### src/hdl/exact_double_square_top_macros.svh
// ----------------------------------------------------------------------------
// exact_double_square_top_macros
// assertion macros shared by the exact square block
// ----------------------------------------------------------------------------
`ifndef EXACT_DOUBLE_SQUARE_TOP_MACROS_SVH
`define EXACT_DOUBLE_SQUARE_TOP_MACROS_SVH

// same-cycle implication, sampled on clk, off during reset
`define EDS_ASSERT_IMPL(lbl, ante, cons, msg) \
    lbl: assert property (@(posedge clk) disable iff (!rst_n) (ante) |-> (cons)) \
        else $error(msg);

// next-cycle implication
`define EDS_ASSERT_NEXT(lbl, ante, cons, msg) \
    lbl: assert property (@(posedge clk) disable iff (!rst_n) (ante) |=> (cons)) \
        else $error(msg);

`endif

### src/hdl/eds_pkg.sv
// ----------------------------------------------------------------------------
// eds_pkg
// types, constants and rounding helpers for the exact binary64 square
// ----------------------------------------------------------------------------
package eds_pkg;

    localparam int MagW = 106;
    localparam int ExpW = 14;

    localparam logic [63:0] F64_ZERO    = 64'h0000000000000000;
    localparam logic [63:0] F64_INF     = 64'h7FF0000000000000;
    localparam logic [63:0] F64_NEG_INF = 64'hFFF0000000000000;
    localparam logic [63:0] F64_QNAN    = 64'h7FF8000000000000;
    localparam logic [63:0] F64_QUIET   = 64'h0008000000000000;
    localparam logic [10:0] EXP_MAX     = 11'h7FF;

    typedef logic [MagW-1:0]        mag_t;
    typedef logic signed [ExpW-1:0] exp_t;
    typedef logic [6:0]             len_t;

    typedef struct packed {
        logic        exact;
        logic        special;
        logic [63:0] spec_hi;
        logic [63:0] spec_lo;
        exp_t        e2;
    } side_t;

    typedef struct packed {
        logic [63:0] value;
        logic        neg;
        mag_t        err;
    } rnd_t;

    // bit length of a product-wide magnitude
    function automatic len_t bit_len(mag_t v);
        len_t n;
        n = '0;
        for (int i = 0; i < MagW; i++)
        begin
            if (v[i])
            begin
                n = len_t'(i + 1);
            end
        end
        return n;
    endfunction

    // leading zeros of a 53-bit significand
    function automatic logic [5:0] lead_zeros(logic [52:0] v);
        logic [5:0] z;
        z = 6'd53;
        for (int i = 0; i < 53; i++)
        begin
            if (v[i])
            begin
                z = 6'(52 - i);
            end
        end
        return z;
    endfunction

    // round mag * 2^ex (bit length n, mag nonzero) to nearest even
    function automatic rnd_t round_pack(mag_t mag, len_t n, exp_t ex);
        rnd_t        r;
        exp_t        t;
        exp_t        p;
        exp_t        s;
        exp_t        ns;
        exp_t        ef;
        logic [6:0]  sh;
        logic [6:0]  hb;
        logic [MagW:0] ext;
        logic [MagW:0] mask;
        logic [MagW:0] rem;
        logic [MagW:0] err_w;
        mag_t        sig_w;
        logic [53:0] sig;
        logic        half;
        logic        sticky;
        logic        up;
        r   = '0;
        t   = ex + $signed({7'b0, n}) - exp_t'(1);
        p   = '0;
        s   = '0;
        ns  = '0;
        ef  = '0;
        sh  = '0;
        hb  = '0;
        ext = {1'b0, mag};
        mask = '0;
        rem  = '0;
        err_w = '0;
        sig_w = '0;
        sig  = '0;
        half = 1'b0;
        sticky = 1'b0;
        up   = 1'b0;
        if (t > exp_t'(1023))
        begin
            r.value = F64_INF;
        end
        else
        begin
            p = (t >= -exp_t'(1022)) ? exp_t'(53) : t + exp_t'(1075);
            if (p < 0)
            begin
                r.err = mag;
            end
            else
            begin
                s = $signed({7'b0, n}) - p;
                if (s <= exp_t'(0))
                begin
                    // magnitude fits the significand, nothing is rounded away
                    ns    = -s;
                    sh    = ns[6:0];
                    sig_w = mag << sh;
                    sig   = sig_w[53:0];
                end
                else
                begin
                    sh     = s[6:0];
                    hb     = sh - 7'd1;
                    mask   = ~({(MagW + 1){1'b1}} << sh);
                    rem    = ext & mask;
                    half   = ext[hb];
                    sticky = |(ext & (mask >> 1));
                    sig_w  = mag >> sh;
                    sig    = sig_w[53:0];
                    up     = half & (sticky | sig[0]);
                    err_w  = up ? ((mask + 1'b1) - rem) : rem;
                    r.err  = err_w[MagW-1:0];
                    r.neg  = up;
                    sig    = sig + {53'b0, up};
                end
                ef      = ex + s + exp_t'(1074);
                r.value = {1'b0, ef[10:0], 52'b0} + {10'b0, sig};
            end
        end
        return r;
    endfunction

endpackage

### src/hdl/eds_mul.sv
// ----------------------------------------------------------------------------
// eds_mul
// two-stage 53x53 significand squarer: partial products, then sum
// ----------------------------------------------------------------------------
module eds_mul
(
    input  logic           clk,
    input  logic           en_pp,
    input  logic           en_sum,
    input  logic [52:0]    m,
    output eds_pkg::mag_t  prod
);
    import eds_pkg::*;

    logic [20:0] a;
    logic [31:0] b;
    logic [41:0] aa_reg;
    logic [52:0] ab_reg;
    logic [63:0] bb_reg;
    mag_t        prod_reg;
    mag_t        prod_next;

    assign a = m[52:32];
    assign b = m[31:0];

    always_ff @(posedge clk)
    begin
        if (en_pp)
        begin
            aa_reg <= a * a;
            ab_reg <= {21'b0, a} * {21'b0, b};
            bb_reg <= b * b;
        end
    end

    // m^2 = aa*2^64 + 2*ab*2^32 + bb
    assign prod_next = {aa_reg, 64'b0} + {20'b0, ab_reg, 33'b0} + {42'b0, bb_reg};

    always_ff @(posedge clk)
    begin
        if (en_sum)
        begin
            prod_reg <= prod_next;
        end
    end

    assign prod = prod_reg;
endmodule

### config.mk
export PLATFORM = sky130hd
export DESIGN_NAME = eds_mul
export DESIGN_NICKNAME = d
export VERILOG_FILES = /design/src/hdl/exact_double_square_top_macros.svh /design/src/hdl/eds_pkg.sv /design/src/hdl/eds_mul.sv
export SDC_FILE = /design/constraint.sdc
export NUM_CORES = 2
export LEC_CHECK = 0
export ABC_CLOCK_PERIOD_IN_PS = 16200
export BUFFER_PORTS_ARGS = -buffer_cell sky130_fd_sc_hd__buf_4
export CAP_MARGIN = 10
export CORE_MARGIN = 3
export CORE_UTILIZATION = 65
export DETAILED_ROUTE_END_ITERATION = 16
export HOLD_SLACK_MARGIN = 0.15
export PLACE_DENSITY = 0.82
export SLEW_MARGIN = 0
export SYNTH_ARGS = -nofsm -noshare
export SYNTH_HDL_FRONTEND = slang
export SYNTH_SLANG_ARGS = --single-unit
### constraint.sdc
create_clock -name clk -period 16.2 [get_ports clk]
set_input_delay 2.43 -clock clk [delete_from_list [all_inputs] [get_ports clk]]
set_output_delay 2.43 -clock clk [all_outputs]
set_load 0.02 [all_outputs]
# Yosys cells after proc, flatten, opt, wreduce, memory -nomap -nowiden
# Cells that the tools add are included.
# Widths: inputs -> output; s select.
# word_totals
register_bits,265
out_inout_bits,106
word_cells,9
# classes
add_sub_neg,2
mul,3
# ops
operator,n
$add 106x64->106,1
$add 106x86->106,1
$mul 32x32->64,1
$mul 21x32->53,1
$mul 21x21->42,1

# Longest topological paths before layout
# logic_depth
ltp_word,2
ltp_mapped,32
ltp_nobuf,29

# Least setup slack after synthesis
# Ideal clock, no wire load.
# synth_path
path_kind,input port to flip-flop
from,in m[6]
to,reg bb_reg[63] (data pin)
setup_time_ps,265
arrival_time_ps,10135
required_time_ps,15935
slack_ps,5799
cell_stages,30
n_path_buf,3
path_cell_list,clkbuf_1 -> clkbuf_1 -> clkbuf_1 -> nand2_1 -> fa_1 -> inv_1 -> fa_1 -> fa_1 -> inv_1 -> fa_1 -> inv_1 -> fa_1 -> inv_1 -> fa_1 -> inv_1 -> fa_1 -> fa_1 -> ha_1 -> and3_1 -> and2_4 -> a211oi_2 -> nand4_1 -> a211o_1 -> and4_4 -> a31o_4 -> a31o_4 -> a21oi_4 -> o21ai_2 -> and4_4 -> or3_1
# synth_between
elab_chain_cells,1
# synth_rtl
item,line,rtl
from (decl),eds_mul.sv:10,"input logic [52:0] m,"
$mul 32x32->64,eds_mul.sv:32,bb_reg <= b * b;
to (signal assigned),eds_mul.sv:32,
to (decl),eds_mul.sv:19,logic [63:0] bb_reg;
# No other way between the ends.
# A chain may end at the register's enable or synchronous reset.

# Worst setup path in the final report
# layout_path
from,in m[8]
to,reg ab_reg[52] (data pin)
# layout_between
elab_chain_cells,1
# layout_rtl
item,line,rtl
$mul 21x32->53,eds_mul.sv:31,"ab_reg <= {21'b0, a} * {21'b0, b};"
to (signal assigned),eds_mul.sv:31,
to (decl),eds_mul.sv:18,logic [52:0] ab_reg;
# No other way between the ends.

==> results.cfg <==
[outcome]
status = finished, final reports clean

[yosys]
ys_seq_area_share_pct = 10.6
synth_top_area_share_pct = 45.0
synth_area_per_cell_um2 = 9.56
synth_edf_count = 262
syn-instance-count = 7769
netlist_top_cells_count = inv_1 (2021), fa_1 (1669), nand2_1 (859)
synthMuxAreaShare_pct = 0.0842
synth_compound_area_share_pct = 5.72
async_reset_ff_share_pct = 0
ys.flop_type = edfxtp_1
synthXorXnorAreaFrac_pct = 3.18
synth.distinct_cells = 91
ys_warn_count = 0
synthAdderAreaFrac_pct = 56.3
synthSimpleGateAreaFrac_pct = 12.0
yosys.area.top_type = fa_1
syn_area_um2 = 74300
ys_ff_latch = 262
synth_top_family_by_area = adder cells
syn_nets = 10200
synth_area_leaders = fa_1 (45%), ha_1 (11%), edfxtp_1 (11%), inv_1 (10%), and2_1 (4.5%)
yosysMostFrequentCell = inv_1

[detailed_routing]
antenna_left = 0
drc = 0
drt_iter0_markers = 4855
dr_total_vias = 53500
dr.pass1.iters = 7
post_drt_wl_per_cell_um = 21.4
routed_wl_um = 196000
routed_via_density = 5.84

[timing]
finalCritPeriodShare_pct = 68.8
relSlewSlack_pct = 26.5
min_period_ns = 11.15
skew_ns = 0.0363
drv_slew = 0
final-setup-viol-count = 0
fin_tns_setup_ns = 0
hold_viol = 0
fmax_ghz = 0.0897
rsz0062_at_grt = no
worst_slack_ns = 5.05
worstMarginPinSlew_ns = 1.10

[layout]
layout.nets = 10000
finalInstanceArea_um2 = 77200
syn_to_final_growth_pct = 3.95
fin_util_pct = 68.3
largest_register_ff_count = 105
drive_above_1_share_pct = 3.85

[global_route]
track_usage_pct = 34.4
grt_pass1_wl_um = 313000
grt_overflow_total = 0
grt_pass1_vias = 58400
antenna_found_initial = 5
grt_max_degree = 62

[critical_path]
crit_path_start_kind = input pin
reg2reg_slack_ns = 11.82
r2r-end = prod[103]
cpPeakStageDelay_ns = 0.94
cp_slowest_cell = a2111oi_1
cp_common_cell = fa_1
crit_start = m[8]
required_ns = 16.57
reg2reg_depth = 15
path_class = input pin to flop
arrival_ns = 11.52
r2r_start = ab_reg[0]
path_max_fanout = 46
cp-endpoint = ab_reg[52]
end_kind = flop

[floorplan]
start_util_pct = 65.8
core_area_um2 = 113000
dieArea_um2 = 118000
ios = 162
row_count = 123
die_h_um = 344
dieWidth_um = 344

[clocking]
cts_buffers = 30
clkSinkCount = 262
post-cts-setup-buffer-count = 0
path_clk_slew_ns = 0.06
cts_root_buf = clkbuf_16
clk_latency_ns = 0.64
hold_buffers = 0
cts_tree = built
h-tree-depth = 1
ctsLongestPathBuffers = 3
cts_resized = 0

[hold_path]
worstHoldStart = bb_reg[0]
hold_path.class = flop to flop
hold_depth = 0

[place]
io_buffers = 160
post-dp-hpwl_um = 150000
dpl_worst_slack_ns = 4.49
place_area_um2 = 76200
place.gp.congestion = 0.983

[flow_run]
drv_cap = 0
==> per-stage QoR <==
stage,hold slack [ns],std cells
6_report,0.408,9163
2_1_floorplan,0.400,7769
3_3_place_gp,0.400,9104
5_1_grt,0.422,9160
3_5_place_dp,0.405,9104
4_1_cts,0.417,9160
==> layer usage <==
metal | routed length (um) | vias up | GRT usage, %
met5 | 12 | - | 0
met4 | 9870 | 2 | 14.1
met3 | 24400 | 688 | 8.93
met2 | 90000 | 3113 | 54.6
met1 | 72100 | 26800 | 45.4
li1 | - | 22800 | -
==> placed cells by master (no fill, tap or decap), types with 5 or more instances in the layout <==
master        n
nor2b_1      40
o31ai_1       6
fa_1       1669
o21ai_0      97
inv_1      2021
xnor2_1     163
a31o_2       14
a21oi_1     206
nor4_1        7
clkinv_1     13
a41oi_1       5
edfxtp_1    262
nor3_1       26
a21o_1      130
nand2b_1     18
xor2_1      107
o21bai_1     36
and3_1       32
a211o_1       5
a31oi_1      23
nand3b_1      7
o21ai_1      12
a211oi_1     20
o211ai_1     14
nand2_1     859
and2_1      539
nand4_1      47
ha_1        672
o221ai_1      5
clkbuf_16    31
o21a_1       16
nor2_1      204
nand3_1      41
or2_2        11
clkbuf_1      5
buf_4       185
==> critical path, delay by kind of cell <==
kind	cells	cell delay, ns
AOI/OAI and AO/OA	8	2.61
adders and majority gates	8	3.78
and+or+nand+nor	4	1.02
xor gates and xnor gates	1	0.13
buffers and inverters	6	1.51
==> worst min path at each step <==
stage               slack (ns)        to
floorplan                 0.40   prod[0]
global placement          0.40   prod[0]
detailed placement        0.41  prod[11]
CTS                       0.42   prod[0]
global route              0.42  prod[19]
finish                    0.41   prod[0]
==> logic make-up (layout without fill, tap and decap cells) <==
group           count (synthesis)  count (layout)
compound gates                649             649
fa+ha+maj                    2341            2341
other cells                     1               4
buf+inv                      2387            2278
simple gates                 1853            1853
mux                             6               6
flops                         262             262
xor+xnor                      270             270
==> area by class of cell <==
| class | instances | area, um^2 |
|---|---|---|
| flip-flops and latches | 262 | 7870 |
| clock inverters | 20 | 198 |
| diodes | 3 | 7.51 |
| clock buffers | 36 | 795 |
| multi-input cells | 5120 | 57400 |
| fillers | 8323 | 35800 |
| inverters | 2036 | 7640 |
| repair buffers | 186 | 1400 |
| well taps | 1500 | 1880 |
Power is left out: the tool's default activity adds up to more than one toggle a clock period on the data nets, which glitch-free logic cannot reach.
