File: src/hdl/exact_double_square_top_macros.svh
// ----------------------------------------------------------------------------
// exact_double_square_top_macros
// assertion macros shared by the exact square block
// ----------------------------------------------------------------------------
`ifndef EXACT_DOUBLE_SQUARE_TOP_MACROS_SVH
`define EXACT_DOUBLE_SQUARE_TOP_MACROS_SVH

// same-cycle implication, sampled on clk, off during reset
`define EDS_ASSERT_IMPL(lbl, ante, cons, msg) \
    lbl: assert property (@(posedge clk) disable iff (!rst_n) (ante) |-> (cons)) \
        else $error(msg);

// next-cycle implication
`define EDS_ASSERT_NEXT(lbl, ante, cons, msg) \
    lbl: assert property (@(posedge clk) disable iff (!rst_n) (ante) |=> (cons)) \
        else $error(msg);

`endif

File: src/hdl/eds_pkg.sv
// ----------------------------------------------------------------------------
// eds_pkg
// types, constants and rounding helpers for the exact binary64 square
// ----------------------------------------------------------------------------
package eds_pkg;

    localparam int MagW = 106;
    localparam int ExpW = 14;

    localparam logic [63:0] F64_ZERO    = 64'h0000000000000000;
    localparam logic [63:0] F64_INF     = 64'h7FF0000000000000;
    localparam logic [63:0] F64_NEG_INF = 64'hFFF0000000000000;
    localparam logic [63:0] F64_QNAN    = 64'h7FF8000000000000;
    localparam logic [63:0] F64_QUIET   = 64'h0008000000000000;
    localparam logic [10:0] EXP_MAX     = 11'h7FF;

    typedef logic [MagW-1:0]        mag_t;
    typedef logic signed [ExpW-1:0] exp_t;
    typedef logic [6:0]             len_t;

    typedef struct packed {
        logic        exact;
        logic        special;
        logic [63:0] spec_hi;
        logic [63:0] spec_lo;
        exp_t        e2;
    } side_t;

    typedef struct packed {
        logic [63:0] value;
        logic        neg;
        mag_t        err;
    } rnd_t;

    // bit length of a product-wide magnitude
    function automatic len_t bit_len(mag_t v);
        len_t n;
        n = '0;
        for (int i = 0; i < MagW; i++)
        begin
            if (v[i])
            begin
                n = len_t'(i + 1);
            end
        end
        return n;
    endfunction

    // leading zeros of a 53-bit significand
    function automatic logic [5:0] lead_zeros(logic [52:0] v);
        logic [5:0] z;
        z = 6'd53;
        for (int i = 0; i < 53; i++)
        begin
            if (v[i])
            begin
                z = 6'(52 - i);
            end
        end
        return z;
    endfunction

    // round mag * 2^ex (bit length n, mag nonzero) to nearest even
    function automatic rnd_t round_pack(mag_t mag, len_t n, exp_t ex);
        rnd_t        r;
        exp_t        t;
        exp_t        p;
        exp_t        s;
        exp_t        ns;
        exp_t        ef;
        logic [6:0]  sh;
        logic [6:0]  hb;
        logic [MagW:0] ext;
        logic [MagW:0] mask;
        logic [MagW:0] rem;
        logic [MagW:0] err_w;
        mag_t        sig_w;
        logic [53:0] sig;
        logic        half;
        logic        sticky;
        logic        up;
        r   = '0;
        t   = ex + $signed({7'b0, n}) - exp_t'(1);
        p   = '0;
        s   = '0;
        ns  = '0;
        ef  = '0;
        sh  = '0;
        hb  = '0;
        ext = {1'b0, mag};
        mask = '0;
        rem  = '0;
        err_w = '0;
        sig_w = '0;
        sig  = '0;
        half = 1'b0;
        sticky = 1'b0;
        up   = 1'b0;
        if (t > exp_t'(1023))
        begin
            r.value = F64_INF;
        end
        else
        begin
            p = (t >= -exp_t'(1022)) ? exp_t'(53) : t + exp_t'(1075);
            if (p < 0)
            begin
                r.err = mag;
            end
            else
            begin
                s = $signed({7'b0, n}) - p;
                if (s <= exp_t'(0))
                begin
                    // magnitude fits the significand, nothing is rounded away
                    ns    = -s;
                    sh    = ns[6:0];
                    sig_w = mag << sh;
                    sig   = sig_w[53:0];
                end
                else
                begin
                    sh     = s[6:0];
                    hb     = sh - 7'd1;
                    mask   = ~({(MagW + 1){1'b1}} << sh);
                    rem    = ext & mask;
                    half   = ext[hb];
                    sticky = |(ext & (mask >> 1));
                    sig_w  = mag >> sh;
                    sig    = sig_w[53:0];
                    up     = half & (sticky | sig[0]);
                    err_w  = up ? ((mask + 1'b1) - rem) : rem;
                    r.err  = err_w[MagW-1:0];
                    r.neg  = up;
                    sig    = sig + {53'b0, up};
                end
                ef      = ex + s + exp_t'(1074);
                r.value = {1'b0, ef[10:0], 52'b0} + {10'b0, sig};
            end
        end
        return r;
    endfunction

endpackage

File: src/hdl/eds_round.sv
// ----------------------------------------------------------------------------
// eds_round
// registered round-to-nearest-even of a wide magnitude to binary64
// ----------------------------------------------------------------------------
module eds_round
(
    input  logic           clk,
    input  logic           en,
    input  eds_pkg::mag_t  mag,
    input  eds_pkg::len_t  len,
    input  eds_pkg::exp_t  ex,
    output eds_pkg::rnd_t  res
);
    import eds_pkg::*;

    rnd_t res_reg;
    rnd_t res_next;

    assign res_next = round_pack(mag, len, ex);

    always_ff @(posedge clk)
    begin
        if (en)
        begin
            res_reg <= res_next;
        end
    end

    assign res = res_reg;
endmodule

File: config.mk
export PLATFORM = sky130hd
export DESIGN_NAME = eds_round
export DESIGN_NICKNAME = d
export VERILOG_FILES = /design/src/hdl/exact_double_square_top_macros.svh /design/src/hdl/eds_pkg.sv /design/src/hdl/eds_round.sv
export SDC_FILE = /design/constraint.sdc
export NUM_CORES = 2
export LEC_CHECK = 0
export BUFFER_PORTS_ARGS = -buffer_cell sky130_fd_sc_hd__buf_2
export CAP_MARGIN = 20
export CORE_MARGIN = 2
export CORE_UTILIZATION = 40
export DETAILED_ROUTE_END_ITERATION = 10
export MAX_ROUTING_LAYER = met4
export SYNTH_ARGS = -nofsm -noshare
export SYNTH_HDL_FRONTEND = slang
export SYNTH_SLANG_ARGS = --single-unit
File: constraint.sdc
create_clock -name clk -period 15.35 [get_ports clk]
set_input_delay 1.535 -clock clk [delete_from_list [all_inputs] [get_ports clk]]
set_output_delay 1.535 -clock clk [all_outputs]
set_load 0.1 [all_outputs]
**Yosys cells after proc, flatten, opt, wreduce, memory -nomap -nowiden**

Index checks and enable logic that the tools add are counted.

- Add/sub/neg operators: 12
- Shift operators: 3
- Mux-type cells: 10
- Reductions and logical operators: 3
- Bitwise gates (word level): 5
- Order comparisons: 5

Operator list:

| kind | number |
|---|---|
| $and 106x106->106 | 2 |
| $mux 106 | 2 |
| $mux 54 | 3 |
| $mux 107 | 1 |
| $not 107->107 | 1 |
| $reduce_or 107->1 | 1 |
| $shl 107x7->107 const A | 1 |
| $add 106x1->106 const B | 1 |
| $shl 106x7->54 | 1 |
| $shr 106x7->54 | 1 |
| $sub 106x106->106 | 1 |
| $add 63x54->64 | 1 |
| $mux 64 | 1 |
| $add 54x1->54 | 1 |
| $add 14x12->14 const B | 1 |
| $add 14x8->14 | 1 |
| $ge 14x11->1 const B | 1 |
| $gt 14x11->1 const B | 1 |
| $le 14x1->1 const B | 1 |
| $lt 14x1->1 const B | 1 |
| $mux 14 | 1 |
| $sub 14x2->14 const B | 1 |
| $sub 8x14->14 | 1 |
| $add 11x11->11 | 1 |
| other kinds (10) | 10 |

- Input bits: 129
- Word-level logic and storage cells: 42
- Flip-flop bits (word level): 171
- Output and inout port bits: 171

**Depth between registers and ports, before layout**

- Depth in word-level cells: 17
- Mapped depth: 56

**Worst setup path after synthesis**

No wires, ideal clock.

- Kind: input to register
- From: in len[0]
- To: reg res_reg, in the netlist res[169], data pin
- Arrival: 13266 ps
- Path buffers: 14
- Data required time: 15077 ps
- Path slack: 1811 ps
- Setup time: 273 ps
- Cell stages on the path: 56
- Cells stage by stage: clkbuf_1 clkinv_1 clkbuf_1 clkbuf_1 ha_1 inv_1 ha_1 inv_1 fa_1 nand2b_1 a211oi_2 o21ba_2 o21bai_1 or4_1 buf_2 a31oi_4 clkbuf_1 nand2b_1 [... 20 more ...] ha_1 ha_1 and4_1 clkbuf_1 nand2_1 clkbuf_1 nor4_1 xnor2_1 a21oi_1 ha_1 inv_1 fa_1 nor3b_1 nand3_1 nor2_1 nand3_1 xnor2_1 o21ai_0

- Cells in the longest elaborated chain, start to end: 17

RTL lines:

| what | RTL line | source |
|---|---|---|
| start, declared | eds_round.sv:10 | `input eds_pkg::len_t len,` |
| parallel branches: the longest is 17 deep, another holds $add 54x1->54 | n/a |  |
| end signal, assigned | eds_round.sv:25 | `res_reg <= res_next;` |
| end, declared | eds_round.sv:16 | `rnd_t res_reg;` |

Several ways; the timed one is not identified. The select of a mux whose other input is x is not followed.
A chain may end at the register's enable or synchronous reset.

**Final worst setup path**

- From: in len[0]
- To: reg res_reg, in the netlist res[105], data pin

- Cells in the longest elaborated chain, start to end: 14

RTL lines:

| what |
|---|
| parallel branches: the longest is 14 deep, another holds $add 106x1->106 |

Several ways; the timed one is not identified. The select of a mux whose other input is x is not followed.

==> impl_metrics.csv <==
group,metric,value,unit
status,status,"finished, violations left",
status,violations,"design-rule violations",
finish,multi_input_area,24800,µm²
sta,post-route-min-period,13.27,ns
global_route,grt_pass1_vias,37300,
cts,clockRootBuffer,"clkbuf_16",
sta,final.setup.tns,0,ns
logic_synthesis,ys.flop_type,"edfxtp_1",
floorplan,std_cell_rows,103,
logic_synthesis,syn_avg_cell_area,7.46,µm²
sta,max_clock_freq,75.3,MHz
cts,cts_buffers,17,
cts,clk_pin_slew,0.10,ns
sta,final_hold_viol_count,0,
floorplan,die_area,81900,µm²
floorplan,dieWidth,286,µm
sta,slew_violations,0,
sta,slew_headroom,0.182,
logic_synthesis,synth_seq_area_share,0.161,
sta,final-setup-viol-count,0,
route,drtIter0Drc,6351,
worst_setup_path,crit_required,15.63,ns
logic_synthesis,synth_seq_cells,171,
floorplan,die_h,286,µm
placed_design,io_buffer_count,299,
floorplan,core,78900,µm²
placed_design,dpl.hpwl,164,mm
worst_setup_path,slowest_stage,"nor2_1",
worst_setup_path,path_max_fanout,27,
floorplan,initial_core_util,0.404,
cts,h-tree-depth,4,
cts,cts_sinks,171,
global_route,antenna_found_initial,17,
cts,post_cts_buffers,0,
finish,fin_nets,4715,
logic_synthesis,synth_edf_count,171,
placed_design,place.gp.congestion,1.13,
cts,post_cts_resized,0,
sta,worst_slew_pin_slew,1.23,ns
route,drcViolationCount,2,
sta,rsz0062_at_grt,"no",
logic_synthesis,syn_inst,4269,
logic_synthesis,async_flop_share,0,
cts,cts_hold_buf,0,
worst_setup_path,critPathMaxStageDelay,0.75,ns
logic_synthesis,yosys.area.top_type,"edfxtp_1",
worst_setup_path,critical_path.startpoint_type,"primary input",
floorplan,num_io_pins,300,
hold_path,hp-class,"primary input to flip-flop",
route,dr.pass1.iters,11,
logic_synthesis,synth_top_cell_area_share,0.161,
logic_synthesis,synth.distinct_cells,116,
finish,nFillCells,8210,
worst_setup_path,cp.arrival,13.55,ns
finish,area_delta_synth_final,11.3,%
route,routed_wl,212,mm
route,postRouteAntennaNets,0,
global_route,grt_use_total,0.516,
global_route,grt-ovfl-total,0,
worst_setup_path,cp_common_cell,"a21oi_1",
finish,ff_latch_area,5130,µm²
run,maxCapViolCount,0,
route,num_vias,39800,
logic_synthesis,yosys_warnings,0,
finish,drive_gt1_frac,0.160,
route,post_drt_wl_per_cell,38.5,µm
finish,largest_register_ffs,171,
route,viasPerCell,7.24,
sta,min_period_over_period,0.865,
global_route,grt_max_degree,119,
logic_synthesis,syn_area,31900,µm²
worst_setup_path,endpoint_kind,"flip-flop",
cts,cts_tree,"yes",
worst_setup_path,critical_path_class,"primary input to flip-flop",
logic_synthesis,yosys-top-cells-area,"edfxtp_1 16%, mux2i_1 7.9%, ha_1 6.2%, o21ai_0 5.2%, a21oi_1 5.2%",
global_route,grt_pass1_wl,291,mm
cts,cts_max_path_buffers,2,
[critical path: cells and delay by family]
kind,cells,cell delay (ns)
AOI/OAI and AO/OA,23,6.22
buffers and inverters,6,1.10
muxes,1,0.19
and+or+nand+nor,7,2.25
adders and majority gates,6,1.89
xor gates and xnor gates,2,0.34
[worst paths after layout]
| check | start | endpoint | slack, ns | cells past startpoint |
|---|---|---|---|---|
| hold / removal | mag[99] | res[99] | 1.42 | 2 |
| setup / recovery | len[0] | res[105] | 2.08 | 45 |
[Yosys cell counts, types with 70 or more instances]
| library cell | number |
|---|---|
| nor3_1 | 99 |
| nand2_1 | 359 |
| nand3_1 | 166 |
| o22ai_1 | 81 |
| a21oi_1 | 328 |
| mux2i_1 | 251 |
| clkbuf_1 | 245 |
| edfxtp_1 | 171 |
| ha_1 | 159 |
| xor2_1 | 72 |
| inv_1 | 228 |
| nor2_1 | 318 |
| a21o_1 | 111 |
| o211ai_1 | 70 |
| o21ai_0 | 330 |
| xnor2_1 | 122 |
[cells in the final DEF (no fill, tap or decap), drive strengths merged, types with 20 or more instances in the layout]
cell type and n:
buf 448, nand2 360, o21ai 336, a21oi 330, nor2 319, mux2i 251, inv 241, edfxtp 171
nand3 166, ha 159, xnor2 122, a21o 111, nor3 103, o22ai 81, xor2 73, o211ai 72
a31oi 69, a22oi 68, nand2b 61, nand4 51, o31ai 51, mux4 50, a211oi 48, or2 47
and3 41, and2 41, a21boi 35, or3 34, nor4 31, o21bai 28, a22o 28, mux2 27
a32oi 25, nor2b 23, o2111ai 22, o21a 21, o221ai 21, clkbuf 20
[through the flow]
step | instances | cell area [µm²] | worst slack, ns | hold WS, ns | util
after global placement | 5445 | 34700 | 2.11 | 1.98 | 0.440
final | 5504 | 35500 | 2.08 | 1.42 | 0.450
after detailed placement | 5448 | 34700 | 1.89 | 1.98 | 0.440
after CTS | 5480 | 35400 | 2.36 | 1.43 | 0.448
after floorplan | 4270 | 31900 | 1.81 | 1.65 | -
after global routing | 5502 | 35400 | 1.38 | 1.45 | 0.449
[cells by family (layout without fill, tap and decap cells)]
family	count (synthesis)	in the layout	synth area share
compound gates	1541	1541	0.323
xor+xnor	195	195	0.0538
fa+ha+maj	165	165	0.0659
buf+inv	551	716	0.0697
flops	171	171	0.161
mux	328	328	0.124
other cells	1	21	0.000118
simple gates	1317	1317	0.202
[routing by layer]
layer / GRT usage / vias up / routed length, µm
met5: - / - / 0
met4: 0.432 / 0 / 22100
met3: 0.186 / 1029 / 27000
met2: 0.722 / 3276 / 86600
met1: 0.585 / 19000 / 76200
li1: - / 16500 / -
[cell type report]
cell class / instances / area share
clock inverters: 15 / 0.00543
repair buffers: 451 / 0.0762
diodes: 19 / 0.00134
inverters: 233 / 0.0248
well taps: 1050 / 0.0371
multi-input cells: 3548 / 0.698
flip-flops and latches: 171 / 0.145
clock buffers: 17 / 0.0120
Power is left out: the tool's default activity adds up to more than one toggle a clock period on the data nets, which glitch-free logic cannot reach.
